File: src/hw/rtl/tcc_pkg.sv
// ----------------------------------------------------------------------------
// Text console cursor controller package
// Beat types, request codes and screen/memory constants.
// ----------------------------------------------------------------------------
package tcc_pkg;

	localparam int unsigned ScreenCols = 32;
	localparam int unsigned ScreenRows = 24;

	localparam logic [4:0]  LastRow    = 5'(ScreenRows - 1);
	localparam logic [4:0]  LastCol    = 5'(ScreenCols - 1);
	localparam logic [14:0] BitmapBase = 15'h4000;
	localparam logic [14:0] AttrBase   = 15'h5800;
	localparam logic [13:0] FontBase   = 14'h3d00;
	localparam logic [5:0]  TabMask    = 6'h38;
	localparam logic [5:0]  TabStep    = 6'd8;
	localparam logic [7:0]  AttrReset  = 8'd7;

	localparam logic [7:0]  CharBs     = 8'd8;
	localparam logic [7:0]  CharTab    = 8'd9;
	localparam logic [7:0]  CharLf     = 8'd10;
	localparam logic [7:0]  CharCr     = 8'd13;
	localparam logic [7:0]  CharSpace  = 8'd32;
	localparam logic [6:0]  CharQuery  = 7'h3f;

	// register index as decoded from paddr[2]
	localparam logic        RegTextAttribute = 1'b0;

	typedef enum logic [1:0] {
		ActPutChar   = 2'd0,
		ActSetCursor = 2'd1,
		ActClear     = 2'd2
	} tcc_action_t;

	typedef struct packed {
		logic [1:0] action;
		logic [7:0] char_code;
		logic [7:0] new_column;
		logic [7:0] new_row;
	} tcc_in_t;

	typedef struct packed {
		logic        write_cell;
		logic [4:0]  cell_column;
		logic [4:0]  cell_row;
		logic [14:0] bitmap_address;
		logic [14:0] attr_address;
		logic [13:0] font_address;
		logic [7:0]  cell_attribute;
		logic        scroll_up;
		logic        clear_screen;
		logic [4:0]  cursor_column_out;
		logic [4:0]  cursor_row_out;
	} tcc_out_t;

	typedef struct packed {
		logic [4:0] row;
		logic [4:0] column;
	} tcc_cursor_t;

endpackage

File: src/hw/rtl/tcc_stream_if.sv
// ----------------------------------------------------------------------------
// Stream channel
// Valid/ready channel carrying one payload beat per handshake.
// ----------------------------------------------------------------------------
interface tcc_stream_if #(
	parameter type payload_t = logic
) ();
	logic     valid;
	logic     ready;
	payload_t data;

	modport source (output valid, output data, input ready);
	modport sink   (input valid, input data, output ready);
endinterface

File: src/hw/rtl/tcc_step.sv
// ----------------------------------------------------------------------------
// Cursor step
// Decodes one request, forms the cell-write addresses and the next cursor.
// ----------------------------------------------------------------------------
module tcc_step
	import tcc_pkg::*;
(
	input  tcc_cursor_t cursor,
	input  tcc_in_t     item,
	input  logic [7:0]  attribute,
	output tcc_cursor_t cursor_next,
	output tcc_out_t    result
);

	logic [5:0] col_inc;
	logic [5:0] col_tab;
	logic [4:0] row_inc;
	logic [6:0] glyph;
	logic [6:0] glyph_off;
	logic       line_feed;
	tcc_cursor_t nxt;
	tcc_out_t    res;

	assign col_inc   = {1'b0, cursor.column} + 6'd1;
	assign col_tab   = ({1'b0, cursor.column} + TabStep) & TabMask;
	assign row_inc   = cursor.row + 5'd1;
	assign glyph     = item.char_code[7] ? CharQuery : item.char_code[6:0];
	assign glyph_off = glyph - 7'(CharSpace);

	always_comb begin
		nxt = cursor;
		res = '0;
		res.cell_attribute = attribute;
		line_feed = 1'b0;

		case (item.action)
			ActPutChar: begin
				case (item.char_code)
					CharLf: line_feed = 1'b1;
					CharCr: nxt.column = '0;
					CharTab: begin
						if (col_tab[5]) line_feed = 1'b1;
						else nxt.column = col_tab[4:0];
					end
					CharBs: begin
						if (cursor.column != '0) begin
							nxt.column = cursor.column - 5'd1;
						end else if (cursor.row != '0) begin
							nxt.row    = cursor.row - 5'd1;
							nxt.column = LastCol;
						end
					end
					default: begin
						if (item.char_code >= CharSpace) begin
							res.write_cell     = 1'b1;
							res.cell_column    = cursor.column;
							res.cell_row       = cursor.row;
							// interleaved layout: third, scanline-row, column
							res.bitmap_address = BitmapBase + {2'b00, cursor.row[4:3], 3'b000,
								cursor.row[2:0], cursor.column};
							res.attr_address   = AttrBase + {5'b00000, cursor.row, cursor.column};
							res.font_address   = FontBase + {4'b0000, glyph_off, 3'b000};
							if (col_inc[5]) line_feed = 1'b1;
							else nxt.column = col_inc[4:0];
						end
					end
				endcase
			end
			ActSetCursor: begin
				if (item.new_column < 8'(ScreenCols) && item.new_row < 8'(ScreenRows)) begin
					nxt.column = item.new_column[4:0];
					nxt.row    = item.new_row[4:0];
				end
			end
			ActClear: begin
				res.clear_screen = 1'b1;
				nxt = '0;
			end
			default: ;
		endcase

		if (line_feed) begin
			nxt.column = '0;
			if (cursor.row == LastRow) res.scroll_up = 1'b1;
			else nxt.row = row_inc;
		end

		res.cursor_column_out = nxt.column;
		res.cursor_row_out    = nxt.row;
	end

	assign cursor_next = nxt;
	assign result      = res;

endmodule

File: src/hw/rtl/text_console_cursor_controller.sv
// ----------------------------------------------------------------------------
// Text console cursor controller
// Cursor tracking and cell-write command generation for a 32x24 text screen.
// ----------------------------------------------------------------------------
// Takes one request beat per cycle and returns one result beat for each,
// through the request register and then the result register. The rate
// is one beat per cycle, set by the cursor register loop through the step
// logic; a stalled result holds the request register, and the input stalls
// only when both are full and rsp.ready is low. The text attribute register
// sits at APB byte address 0 and resets to 7; write it only while no beat is in flight.
module text_console_cursor_controller
	import tcc_pkg::*;
(
	input  logic        clk,
	input  logic        arst_n,
	input  logic        psel,
	input  logic        penable,
	input  logic        pwrite,
	input  logic [2:0]  paddr,
	input  logic [31:0] pwdata,
	output logic [31:0] prdata,
	output logic        pready,
	tcc_stream_if.sink   req,
	tcc_stream_if.source rsp
);

	logic        valid_s1;
	tcc_in_t     item_s1;
	logic        rsp_valid_q;
	tcc_out_t    result_q;
	tcc_cursor_t cursor_q;
	tcc_cursor_t cursor_next;
	tcc_out_t    result;
	logic [7:0]  attr_q;
	logic        advance;
	logic        req_fire;

	assign advance  = valid_s1 && (!rsp_valid_q || rsp.ready);
	assign req.ready = !valid_s1 || advance;
	assign req_fire = req.valid && req.ready;

	assign rsp.valid = rsp_valid_q;
	assign rsp.data  = result_q;

	// configuration
	assign pready = 1'b1;
	assign prdata = (paddr[2] == RegTextAttribute) ? {24'd0, attr_q} : 32'd0;

	always_ff @(posedge clk or negedge arst_n) begin
		if (!arst_n) begin
			attr_q <= AttrReset;
		end else if (psel && penable && pwrite && paddr[2] == RegTextAttribute) begin
			attr_q <= pwdata[7:0];
		end
	end

	tcc_step u_step (
		.cursor      (cursor_q),
		.item        (item_s1),
		.attribute   (attr_q),
		.cursor_next (cursor_next),
		.result      (result)
	);

	always_ff @(posedge clk or negedge arst_n) begin
		if (!arst_n) begin
			valid_s1    <= 1'b0;
			rsp_valid_q <= 1'b0;
			cursor_q    <= '0;
		end else begin
			if (req_fire) valid_s1 <= 1'b1;
			else if (advance) valid_s1 <= 1'b0;

			if (advance) rsp_valid_q <= 1'b1;
			else if (rsp.ready) rsp_valid_q <= 1'b0;

			if (advance) cursor_q <= cursor_next;
		end
	end

	always_ff @(posedge clk) begin
		if (req_fire) item_s1 <= req.data;
		if (advance) result_q <= result;
	end

endmodule

File: src/flat_wrapper.sv
// flat-port wrapper written by rule: the top's interface ports become plain ports
module text_console_cursor_controller_flat import tcc_pkg::*;
  (clk, arst_n, psel, penable, pwrite, paddr, pwdata, prdata, pready, req_valid, req_data, req_ready, rsp_valid, rsp_data, rsp_ready);
  tcc_stream_if req_i ();
  tcc_stream_if rsp_i ();
  input  logic clk;
  input  logic arst_n;
  input  logic psel;
  input  logic penable;
  input  logic pwrite;
  input  logic [2:0] paddr;
  input  logic [31:0] pwdata;
  output logic [31:0] prdata;
  output logic pready;
  input wire logic [$bits(req_i.valid)-1:0] req_valid;
  input wire logic [$bits(req_i.data)-1:0] req_data;
  output wire logic [$bits(req_i.ready)-1:0] req_ready;
  output wire logic [$bits(rsp_i.valid)-1:0] rsp_valid;
  output wire logic [$bits(rsp_i.data)-1:0] rsp_data;
  input wire logic [$bits(rsp_i.ready)-1:0] rsp_ready;
  assign req_i.valid = req_valid;
  assign req_i.data = req_data;
  assign req_ready = req_i.ready;
  assign rsp_valid = rsp_i.valid;
  assign rsp_data = rsp_i.data;
  assign rsp_i.ready = rsp_ready;
  text_console_cursor_controller u_core (.clk(clk), .arst_n(arst_n), .psel(psel), .penable(penable), .pwrite(pwrite), .paddr(paddr), .pwdata(pwdata), .prdata(prdata), .pready(pready), .req(req_i), .rsp(rsp_i));
endmodule
File: config.mk
export PLATFORM = sky130hd
export DESIGN_NAME = text_console_cursor_controller_flat
export DESIGN_NICKNAME = d
export VERILOG_FILES = /design/src/hw/rtl/tcc_pkg.sv /design/src/hw/rtl/tcc_stream_if.sv /design/src/hw/rtl/tcc_step.sv /design/src/hw/rtl/text_console_cursor_controller.sv /design/src/flat_wrapper.sv
export SDC_FILE = /design/constraint.sdc
export NUM_CORES = 1
export LEC_CHECK = 0
export BUFFER_PORTS_ARGS = -buffer_cell sky130_fd_sc_hd__buf_2
export CAP_MARGIN = 25
export CORE_MARGIN = 3
export CORE_UTILIZATION = 32
export DETAILED_ROUTE_END_ITERATION = 16
export GPL_TIMING_DRIVEN = 0
export PLACE_DENSITY = 0.78
export SLEW_MARGIN = 20
export SYNTH_ARGS = -nofsm -noshare
export SYNTH_HDL_FRONTEND = slang
export SYNTH_SLANG_ARGS = --single-unit
File: constraint.sdc
create_clock -name clk -period 1 [get_ports clk]
set_clock_uncertainty 0.15 [all_clocks]
set_input_delay 0.05 -clock clk [delete_from_list [all_inputs] [get_ports clk]]
set_output_delay 0.05 -clock clk [all_outputs]
set_load 0.02 [all_outputs]
# Yosys cells after proc, flatten, opt, wreduce, memory -nomap -nowiden
# Cells that the tools add are included.
# classes
n_reduce_logical	11
muxes	5
bitwise	1
# ops
operator	n
8-bit 2-to-1 mux	1
1-bit logical AND	5
1-bit 2-to-1 mux	4
2-bit nonzero test	2
1-bit logical NOT	2
1-bit logical OR	2
1-bit inverter	1
# word_totals
word_cells	20
output_inout_bits	36
register_bits	10
input_bits	43

# Longest topological paths before layout
# Gate-level depths: netlist of run 1.
# logic_depth
ltp_word	6
mapped_depth	2
ltp_nobuf	2

# Hierarchy
# A second synthesis of run 1 with hierarchy kept.
# unflattened
cells_unflattened	324
hier_area_um2	2752.6
# modules_own_cells
module	seq_area_each_um2	area_per_inst_um2	cells_per_inst	n_inst
tcc_step	0.0	1610.3	240	1
text_console_cursor_controller	564.3	1142.3	84	1

# Worst setup path after synthesis of run 1
# OpenSTA, ideal clock, no wires.
# synth_path
kind	register -> register
start	reg u_core.rsp_valid_q, in the netlist u_core.rsp.valid
end	reg u_core.valid_s1
path_buffers	0
synth_period_minus_slack_ns	1.047
t_required_ns	0.721
path_slack_ns	-0.047
setup_time_ns	0.129
stages_incl_launch_ff	3
arrival_time_ns	0.768
path_cell_list	dfrtp_1 > nand3b_1 > nand2b_1
# synth_between
elab_chain_cells	6
word_cells_on_any_way	7
classes_between	1 x mux; 6 x reduce/logical
# synth_rtl
item	line_no	text
start: declaration	text_console_cursor_controller.sv:29	logic rsp_valid_q;
start signal: assignment	text_console_cursor_controller.sv:68	rsp_valid_q <= 1'b0;
start signal: assignment	text_console_cursor_controller.sv:74	if (advance) rsp_valid_q <= 1'b1;
start signal: assignment	text_console_cursor_controller.sv:75	else if (rsp.ready) rsp_valid_q <= 1'b0;
1-bit logical NOT (*)	text_console_cursor_controller.sv:38	assign advance = valid_s1 && (!rsp_valid_q || rsp.ready);
1-bit logical OR (*)	text_console_cursor_controller.sv:38	
1-bit logical AND (*)	text_console_cursor_controller.sv:38	
1-bit logical OR (*)	text_console_cursor_controller.sv:39	assign req.ready = !valid_s1 || advance;
net req_ready	flat_wrapper.sv:17	output wire logic [$bits(req_i.ready)-1:0] req_ready;
1-bit logical AND (*)	text_console_cursor_controller.sv:40	assign req_fire = req.valid && req.ready;
1-bit 2-to-1 mux / 2-bit nonzero test (equally long branches)	n/a	
end signal: assignment	text_console_cursor_controller.sv:67	valid_s1 <= 1'b0;
end signal: assignment	text_console_cursor_controller.sv:71	if (req_fire) valid_s1 <= 1'b1;
end signal: assignment	text_console_cursor_controller.sv:72	else if (advance) valid_s1 <= 1'b0;
end: declaration	text_console_cursor_controller.sv:27	logic valid_s1;
# Mark *: on every way through the listed nets, which the timed path passes. The rest lies on a longest branch.
# A chain may end at the register's enable or synchronous reset.

# Final worst setup path of run 1
# layout_path
start	reg u_core.attr_q[1]
end	out prdata[1]
# layout_between
elab_chain_cells	1
# layout_rtl
item	line_no	text
start: declaration	text_console_cursor_controller.sv:34	logic [7:0] attr_q;
start signal: assignment	text_console_cursor_controller.sv:51	attr_q <= AttrReset;
start signal: assignment	text_console_cursor_controller.sv:53	attr_q <= pwdata[7:0];
8-bit 2-to-1 mux	text_console_cursor_controller.sv:47	assign prdata = (paddr[2] == RegTextAttribute) ? {24'd0, attr_q} : 32'd0;
end: declaration	flat_wrapper.sv:13	output logic [31:0] prdata;
# No other way between the ends.

==> out/summary.txt, run 1 <==
Seq pwr share = 0.390
Htree depth = 1
Fillers = 157
Syn_area_per_cell = 11.3 sq um
Gr ovfl total = 0
Crit path capture type = output port
Reg-to-reg endpoint = u_core.valid_s1
Crit path launch type = flop
Crit-path slowest cell = dfstp_2
Violated checks = negative setup slack
Sequential-to-total area share from yosys stat = 0.382
Commonest non-fill, non-tap cells in the layout = buf_4, conb_1, buf_2
Final period util = 1.25
Net Sw Frac = 0.307
Pint = 960 uW
Number of synthesized register bits = 10
Row cnt = 15
Reg-to-reg slack, setup = 0.02 ns
Comb power frac = 0.410
Fin Hold WS = 0.0568 ns
PD cells = 1240 nW/um^2
Reg2Reg Depth = 3
Final Max Tran Viols = 0
Setup CP Type = flop to output port
Largest net degree at the start of global routing = 11
Post-Place Setup Slack = -0.0655 ns
Number of global-route vias before repair = 557
GRT Total Usage = 0.131
DR pass1 iterations = 2
Psw = 425 uW
Synth warnings = 0
Root Buffer = clkbuf_4
Later-pin clock latency in the skew report = 0.26 ns
Reg2reg start = u_core.rsp.valid
Area Growth Syn to Fin = 68.2%
Status = complete, but fails checks
Antenna Nets Post-Route = 0
CP max FO = 2
DR WL/cell = 10.7 um
Post-Syn Instances = 59
Hpwl dp = 1.06 mm
Tmin final = 1.25 ns
CP arrival = 1.05 ns
Die Wd = 51.6 um
Post-DR vias/cell = 3.54
Crit path max-delay family = flip-flops
Worst endpoint required time = 0.80 ns
Initial Util = 0.362
Core box area = 1840 sq um
Layout cells sized above 1 = 0.613
First-pass GRT wire length = 2.44 mm
DRC viols = 0
Chip height = 51.6 um
Leakage = 0.000629 uW
Final hold viol count = 0
Crit path largest cell delay = 0.53 ns
Clock share of power = 0.200
Max Root-Sink Buffers = 2
Tightest Hold Check Type = primary input to async pin
Routed WL = 1.60 mm
Mapped cell area = 666 sq um
Commonest non-fill, non-tap cell in the layout = buf_4
Max Freq = 797 MHz
N_diodes = 0
Nets = 168
Buf/Inv on CP = 1
Synth unique cells = 11
Post-route setup slack = -0.254 ns
CP cell instances = and2b_2 > buf_6
CTS tree = yes
Die Area = 2660 sq um
Initial drt markers = 1
RD Place Congestion = 0.581
Final setup violation count = 10
Initial antenna violation count = 0
Unrepaired setup endpoints after global routing = true
Number of port buffers = 25
Power, Total = 1390 uW
Clock sink count = 10
Worst-path clk slew = 0.06 ns
# IOs = 79
Peak supply drop = 957 uV
Vias post-DR = 527
Total CTS buffers = 3
Util after Layout = 0.609
Total of max-cap violations = 0
repair_timing:
item,CTS,global route
hold endpoints to repair,20,0
buffers inserted,1,1
endpoints found under the setup margin,10,11
pin swaps,1,1
resized for setup,20,0
hold buffers,11,0
synthesized netlist by cell type (all sizes together):
cell type  count  share of area
mux2           8           0.14
nand2b         1         0.0094
a21o           1          0.011
inv            1         0.0056
dfrtp          7           0.26
nand3b         1          0.011
and2b          8           0.11
dfstp          3           0.12
conb           2          0.011
buf           26           0.29
nand4b         1          0.036
routing by layer:
layer | track usage | part of all wire
met5 | 0 | 0
met4 | 0.0393 | 0.011
met3 | 0.0573 | 0.10
met2 | 0.282 | 0.58
met1 | 0.0982 | 0.31
worst reg2reg max path, delay by kind of cell, from the launching register on:
family,cells,cell delay [ns]
buffers and inverters,1,0.12
AND/OR/NAND/NOR,2,0.18
flip-flops,1,0.42
logic make-up (layout without fill, tap and decap cells):
kind of cell | after synthesis | count (layout) | synth area share
DFF | 10 | 10 | 0.382
buffers and inverters | 27 | 68 | 0.299
and+or+nand+nor | 11 | 11 | 0.162
AOI/OAI and AO/OA | 1 | 1 | 0.0113
other | 2 | 26 | 0.0113
muxes | 8 | 8 | 0.135
registers in the layout, indices dropped and copies added (netlist names):
name / cells
u_core.attr_q: 8
u_core.rsp.valid: 1
u_core.valid_s1: 1
worst max-delay path by stage:
| stage | startpoint | end | cells after the start |
|---|---|---|---|
| after global placement | paddr[2] | u_core.attr_q[3] | 3 |
| final | u_core.attr_q[1] | prdata[1] | 2 |
| after global routing | u_core.attr_q[1] | prdata[1] | 2 |
| after detailed placement | paddr[2] | u_core.attr_q[6] | 3 |
| after CTS | u_core.attr_q[1] | prdata[1] | 2 |
| after floorplan | u_core.rsp.valid | u_core.valid_s1 | 2 |
power by group through the flow:
stage               Clock, uW  Sequential [uW]  Combinational [uW]
detailed placement          0              544                 448
floorplan                   0              535                 346
finish                    277              541                 567
CTS                       293              539                 557
global route              316              553                 607
global placement            0              536                 441
area by class of cell:
type                    instances  area [sq um]  area share
well taps                      25          31.3      0.0279
clock buffers                   4          26.3      0.0235
inverters                       1          3.75     0.00335
repair buffers                 37           305       0.273
flip-flops and latches         10           255       0.228
plain buffers                  26           195       0.174
multi-input cells              46           303       0.270
per-stage QoR:
| stage | instance area (sq um) | setup TNS, ns | instances |
|---|---|---|---|
| 6_report | 1120 | -1.65 | 149 |
| 5_1_grt | 1120 | -2.07 | 149 |
| 4_1_cts | 1120 | -1.74 | 149 |
| 3_5_place_dp | 913 | -0.356 | 133 |
| 3_3_place_gp | 913 | -0.248 | 133 |
| 2_1_floorplan | 757 | -0.0179 | 83 |
(Power assumes the default switching activity.)
==> inputs of run 2 (changes only) <==
Settings changed: RECOVER_POWER set to 25.
==> out/summary.txt, run 2 (synthesized netlist as in run 1, its figures left out) <==
Worst setup path end = prdata[1]
Fin Hold WS = 0.0674 ns (+0.0105 ns)
First-pass GRT wire length = 2.44 mm (unchanged)
Leakage = 0.000627 uW (-0.44%)
Root Buffer = clkbuf_4
Crit path launch type = flop
Commonest non-fill, non-tap cells in the layout = buf_4, conb_1, buf_2
PD cells = 1240 nW/um^2 (about the same)
Area Growth Syn to Fin = 68.0%
CP max FO = 2 (unchanged)
Number of global-route vias before repair = 557 (unchanged)
Chip height = 51.6 um (unchanged)
Hpwl dp = 1.06 mm (unchanged)
Worst endpoint required time = 0.80 ns (about the same)
Nets = 168 (unchanged)
Final period util = 1.25 (-0.00404)
Worst-path clk slew = 0.06 ns (about the same)
Number of port buffers = 25 (unchanged)
Final Max Tran Viols = 0 (unchanged)
Largest register FFs = 8 (unchanged)
Max Root-Sink Buffers = 2 (unchanged)
Routed WL = 1.58 mm (-0.94%)
RD Place Congestion = 0.581 (unchanged)
Peak supply drop = 959 uV (+0.15%)
Commonest non-fill, non-tap cell in the layout = buf_4
Max Freq = 800 MHz (+0.32%)
Reg2Reg Depth = 3 (unchanged)
DRC viols = 0 (unchanged)
N_diodes = 0 (unchanged)
Largest Register = u_core.attr_q
CP arrival = 1.05 ns (about the same)
DR pass1 iterations = 4 (+2)
Vias post-DR = 534 (+1.3%)
Worst-Margin Slew = 0.539 ns
Inst Count DP = 133 (unchanged)
Post-route setup slack = -0.250 ns (+0.00404 ns)
Cell Count, Final, Fillers Out = 149 (unchanged)
Post-DR vias/cell = 3.58 (+1.3%)
Setup CP Type = flop to output port
Violated checks = negative setup slack
Reg-to-reg endpoint = u_core.valid_s1
Die Area = 2660 sq um (unchanged)
Gr ovfl total = 0 (unchanged)
Die Wd = 51.6 um (unchanged)
Total CTS buffers = 3 (unchanged)
Total of max-cap violations = 0 (unchanged)
Tmin final = 1.25 ns (-0.00404 ns)
Later-pin clock latency in the skew report = 0.26 ns (about the same)
Crit path capture type = output port
Reg-to-reg slack, setup = 0.02 ns (about the same)
Initial Util = 0.362 (unchanged)
Unrepaired setup endpoints after global routing = true
GRT Total Usage = 0.131 (unchanged)
Largest net degree at the start of global routing = 11 (unchanged)
Antenna Nets Post-Route = 0 (unchanged)
Clock sink count = 10 (unchanged)
Fillers = 156 (-0.64%)
Core box area = 1840 sq um (unchanged)
Initial antenna violation count = 0 (unchanged)
Rel. slew slack = 0.641
Layout cells sized above 1 = 0.605 (-0.00806)
Initial drt markers = 1 (unchanged)
Htree depth = 1 (unchanged)
CTS tree = yes
Final hold viol count = 0 (unchanged)
Row cnt = 15 (unchanged)
# IOs = 79 (unchanged)
Status = complete, but fails checks
DR WL/cell = 10.6 um (-0.94%)
Reg2reg start = u_core.rsp.valid
Util after Layout = 0.608 (-0.000681)
Final setup violation count = 10 (unchanged)
Crit path from = u_core.attr_q[1]
Tightest Hold Check Type = primary input to flop
==> run 2: cell types whose count changed in the layout (fill, tap and decap cells not counted), sizes merged <==
cell,change
clkbuf,+1
buf,-1
==> run 2: cell type report <==
cell class              count  area [sq um]  area share
multi-input cells          46           303       0.271
clock buffers               4          26.3      0.0235
flip-flops and latches     10           255       0.228
plain buffers              26           195       0.174
well taps                  25          31.3      0.0280
repair buffers             37           304       0.272
inverters                   1          3.75     0.00336
==> run 2: metal layers <==
metal,GRT usage,wire length [um]
met1,0.0982,463
met2,0.282,930
met4,0.0393,24
met5,0,0
met3,0.0573,164
==> run 2: worst min path at each step <==
stage,start,to,cells after the start
floorplan,arst_n,u_core.attr_q[3],0
global placement,arst_n,u_core.attr_q[4],1
detailed placement,arst_n,u_core.attr_q[6],1
CTS,arst_n,u_core.attr_q[4],2
global route,rsp_ready,u_core.valid_s1,4
finish,rsp_ready,u_core.valid_s1,4
==> run 2: through the flow <==
stage	setup WS [ns]	total power, uW	instance area (sq um)	setup TNS, ns
floorplan	-0.0179	881	757	-0.0179
global placement	-0.0500	977	913	-0.248
detailed placement	-0.0655	992	913	-0.356
CTS	-0.260	1390	1120	-1.74
global route	-0.293	1470	1120	-2.07
finish	-0.250	1380	1120	-1.65
==> run 2: critical path, cell delays in order, from the launching register on <==
cell     delay, ns
dfstp_2       0.53
and2b_2       0.15
buf_6         0.11
==> run 2: timing repair <==
item	CTS	global route
cloned	0	0
gates resized for setup	20	0
setup endpoints to repair	10	11
buffers inserted	1	1
hold buffers	11	0
pin swaps	1	1
endpoints found under the hold margin	20	0
==> run 2: report_power, final <==
part | total (uW) | switching, uW | internal (uW)
combinational | 566 | 262 | 304
clock | 278 | 124 | 154
sequential | 540 | 38.2 | 502
total | 1380 | 424 | 960
==> inputs of run 3 (changes only) <==
Clock period 1 ns to 1.4 ns, I/O delays scaled along.
==> out/summary.txt, run 3 (synthesized netlist as in run 1, its figures left out) <==
Total of max-cap violations = 0 (unchanged)
Violated checks = negative hold slack
Worst-path clk slew = 0.07 ns (about the same)
Unrepaired setup endpoints after global routing = false
Row cnt = 15 (unchanged)
Gr ovfl total = 0 (unchanged)
Fin Hold WS = -0.0250 ns (-0.0923 ns)
Worst endpoint required time = 1.18 ns (+0.38 ns)
Final Cell Area = 1070 sq um (-4.1%)
Largest Register = u_core.attr_q
Util after Layout = 0.583 (-0.0252)
Layout cells sized above 1 = 0.608 (+0.00316)
Antenna Nets Post-Route = 0 (unchanged)
Tightest Hold Check Type = primary input to flop
Final period util = 0.919
CP arrival = 1.07 ns (+0.02 ns)
Setup TNS = 0 ns (+1.65 ns)
Peak supply drop = 518 uV (-46%)
Leakage = 0.000622 uW (-0.73%)
Later-pin clock latency in the skew report = 0.26 ns (about the same)
Largest register FFs = 8 (unchanged)
Clock share of power = 0.254 (+0.053)
CTS tree = yes
GRT Total Usage = 0.110 (-0.0212)
Hold buffer count at cts = 12 (+1)
Commonest non-fill, non-tap cells in the layout = buf_4, conb_1, buf_2
Core box area = 1840 sq um (unchanged)
RD Place Congestion = 0.593 (+2.1%)
PD cells = 918 nW/um^2 (-26%)
Footprint of the multi-input gates = 303 sq um (unchanged)
DRC viols = 0 (unchanged)
Fillers = 155 (-0.64%)
Post-CTS Resized = 0 (-100%)
Commonest non-fill, non-tap cell in the layout = buf_4
Status = complete, but fails checks
Total CTS buffers = 3 (unchanged)
CP max FO = 2 (unchanged)
Comb power frac = 0.360 (-0.049)
Vias post-DR = 525 (-1.7%)
Final hold viol count = 1 (+1)
Initial drt markers = 1 (unchanged)
Max Freq = 778 MHz
Chip height = 51.6 um (unchanged)
Hpwl dp = 1.07 mm (+0.23%)
Initial Util = 0.362 (unchanged)
Seq pwr share = 0.387 (-0.003)
First-pass GRT wire length = 2.20 mm (-9.9%)
Max Root-Sink Buffers = 2 (unchanged)
DR WL/cell = 9.15 um (-14%)
Die Area = 2660 sq um (unchanged)
Crit path launch type = flop
Pint = 693 uW (-28%)
Largest net degree at the start of global routing = 11 (unchanged)
Initial antenna violation count = 0 (unchanged)
Number of global-route vias before repair = 540 (-3.1%)
Net Sw Frac = 0.296 (-0.0105)
Tmin final = 1.29 ns
N_diodes = 0 (unchanged)
Number of port buffers = 25 (unchanged)
# IOs = 79 (unchanged)
Clock sink count = 10 (unchanged)
Root Buffer = clkbuf_4
DR pass1 iterations = 2 (-2)
Final Max Tran Viols = 0 (unchanged)
Routed WL = 1.37 mm (-13%)
Htree depth = 1 (unchanged)
Post-DR vias/cell = 3.50 (-2.3%)
Placement-stage cell area = 912 sq um (-0.14%)
Crit path capture type = output port
Worst-Margin Slew = 0.528 ns (-0.0113 ns)
FF/Latch Area = 254 sq um (-0.49%)
Die Wd = 51.6 um (unchanged)
Psw = 291 uW (-31%)
Rel. slew slack = 0.648 (+0.00755)
Setup CP Type = flop to output port
Nets = 169 (+0.60%)
Area Growth Syn to Fin = 61.1%
Final setup violation count = 0 (-10)
run 3: metal layers:
layer | routed length [um] | up-vias | part of all wire | track usage
li1 | - | 265 | - | -
met1 | 550 | 221 | 0.40 | 0.114
met2 | 643 | 39 | 0.47 | 0.210
met3 | 178 | 0 | 0.13 | 0.0287
met4 | 0 | 0 | 0 | 0.0393
met5 | 0 | - | 0 | 0
run 3: final cells by class:
type,count,area share
clock buffer,4,0.0338
sequential,10,0.237
multi-input combinational,46,0.282
inverter,1,0.00350
timing repair buffer,38,0.232
tap,25,0.0292
buffer,26,0.182
run 3: path summary, 6_finish.rpt:
kind	from	cells past startpoint	endpoint	slack [ns]
worst min-delay path	rsp_ready	3	u_core.valid_s1	-0.02
min in group asynchronous	arst_n	2	u_core.rsp.valid	0.15
worst min register to register	u_core.valid_s1	1	u_core.rsp.valid	0.30
worst max register to register	u_core.rsp.valid	2	u_core.rsp.valid	0.46
max in group asynchronous	arst_n	2	u_core.attr_q[2]	0.59
worst max-delay path	u_core.attr_q[0]	2	prdata[0]	0.11
run 3: stage by stage:
step                std cells  hold WS [ns]  worst slack, ns  power (uW)
floorplan                  83        -0.376            0.353         629
finish                    150       -0.0250            0.114         984
detailed placement        133        -0.208            0.312         707
CTS                       149        0.0393           0.0200         994
global placement          133        -0.211            0.323         699
global route              150      -0.00840           0.0662        1050
run 3: repair_timing:
item                                   4_1_cts  5_1_grt
endpoints found under the hold margin       20        1
buffers inserted                             0        2
setup endpoints to repair                    0        1
run 3: critical path, cell delays in order (launching register included):
cell and delay [ns]:
dfstp_2 0.53, and2b_2 0.13, buf_2 0.15
run 3: power groups by stage:
stage	Clock (uW)	Combinational [uW]	Sequential (uW)
2_1_floorplan	0	247	382
3_3_place_gp	0	317	382
3_5_place_dp	0	321	386
4_1_cts	265	348	381
5_1_grt	276	385	385
6_report	250	354	380
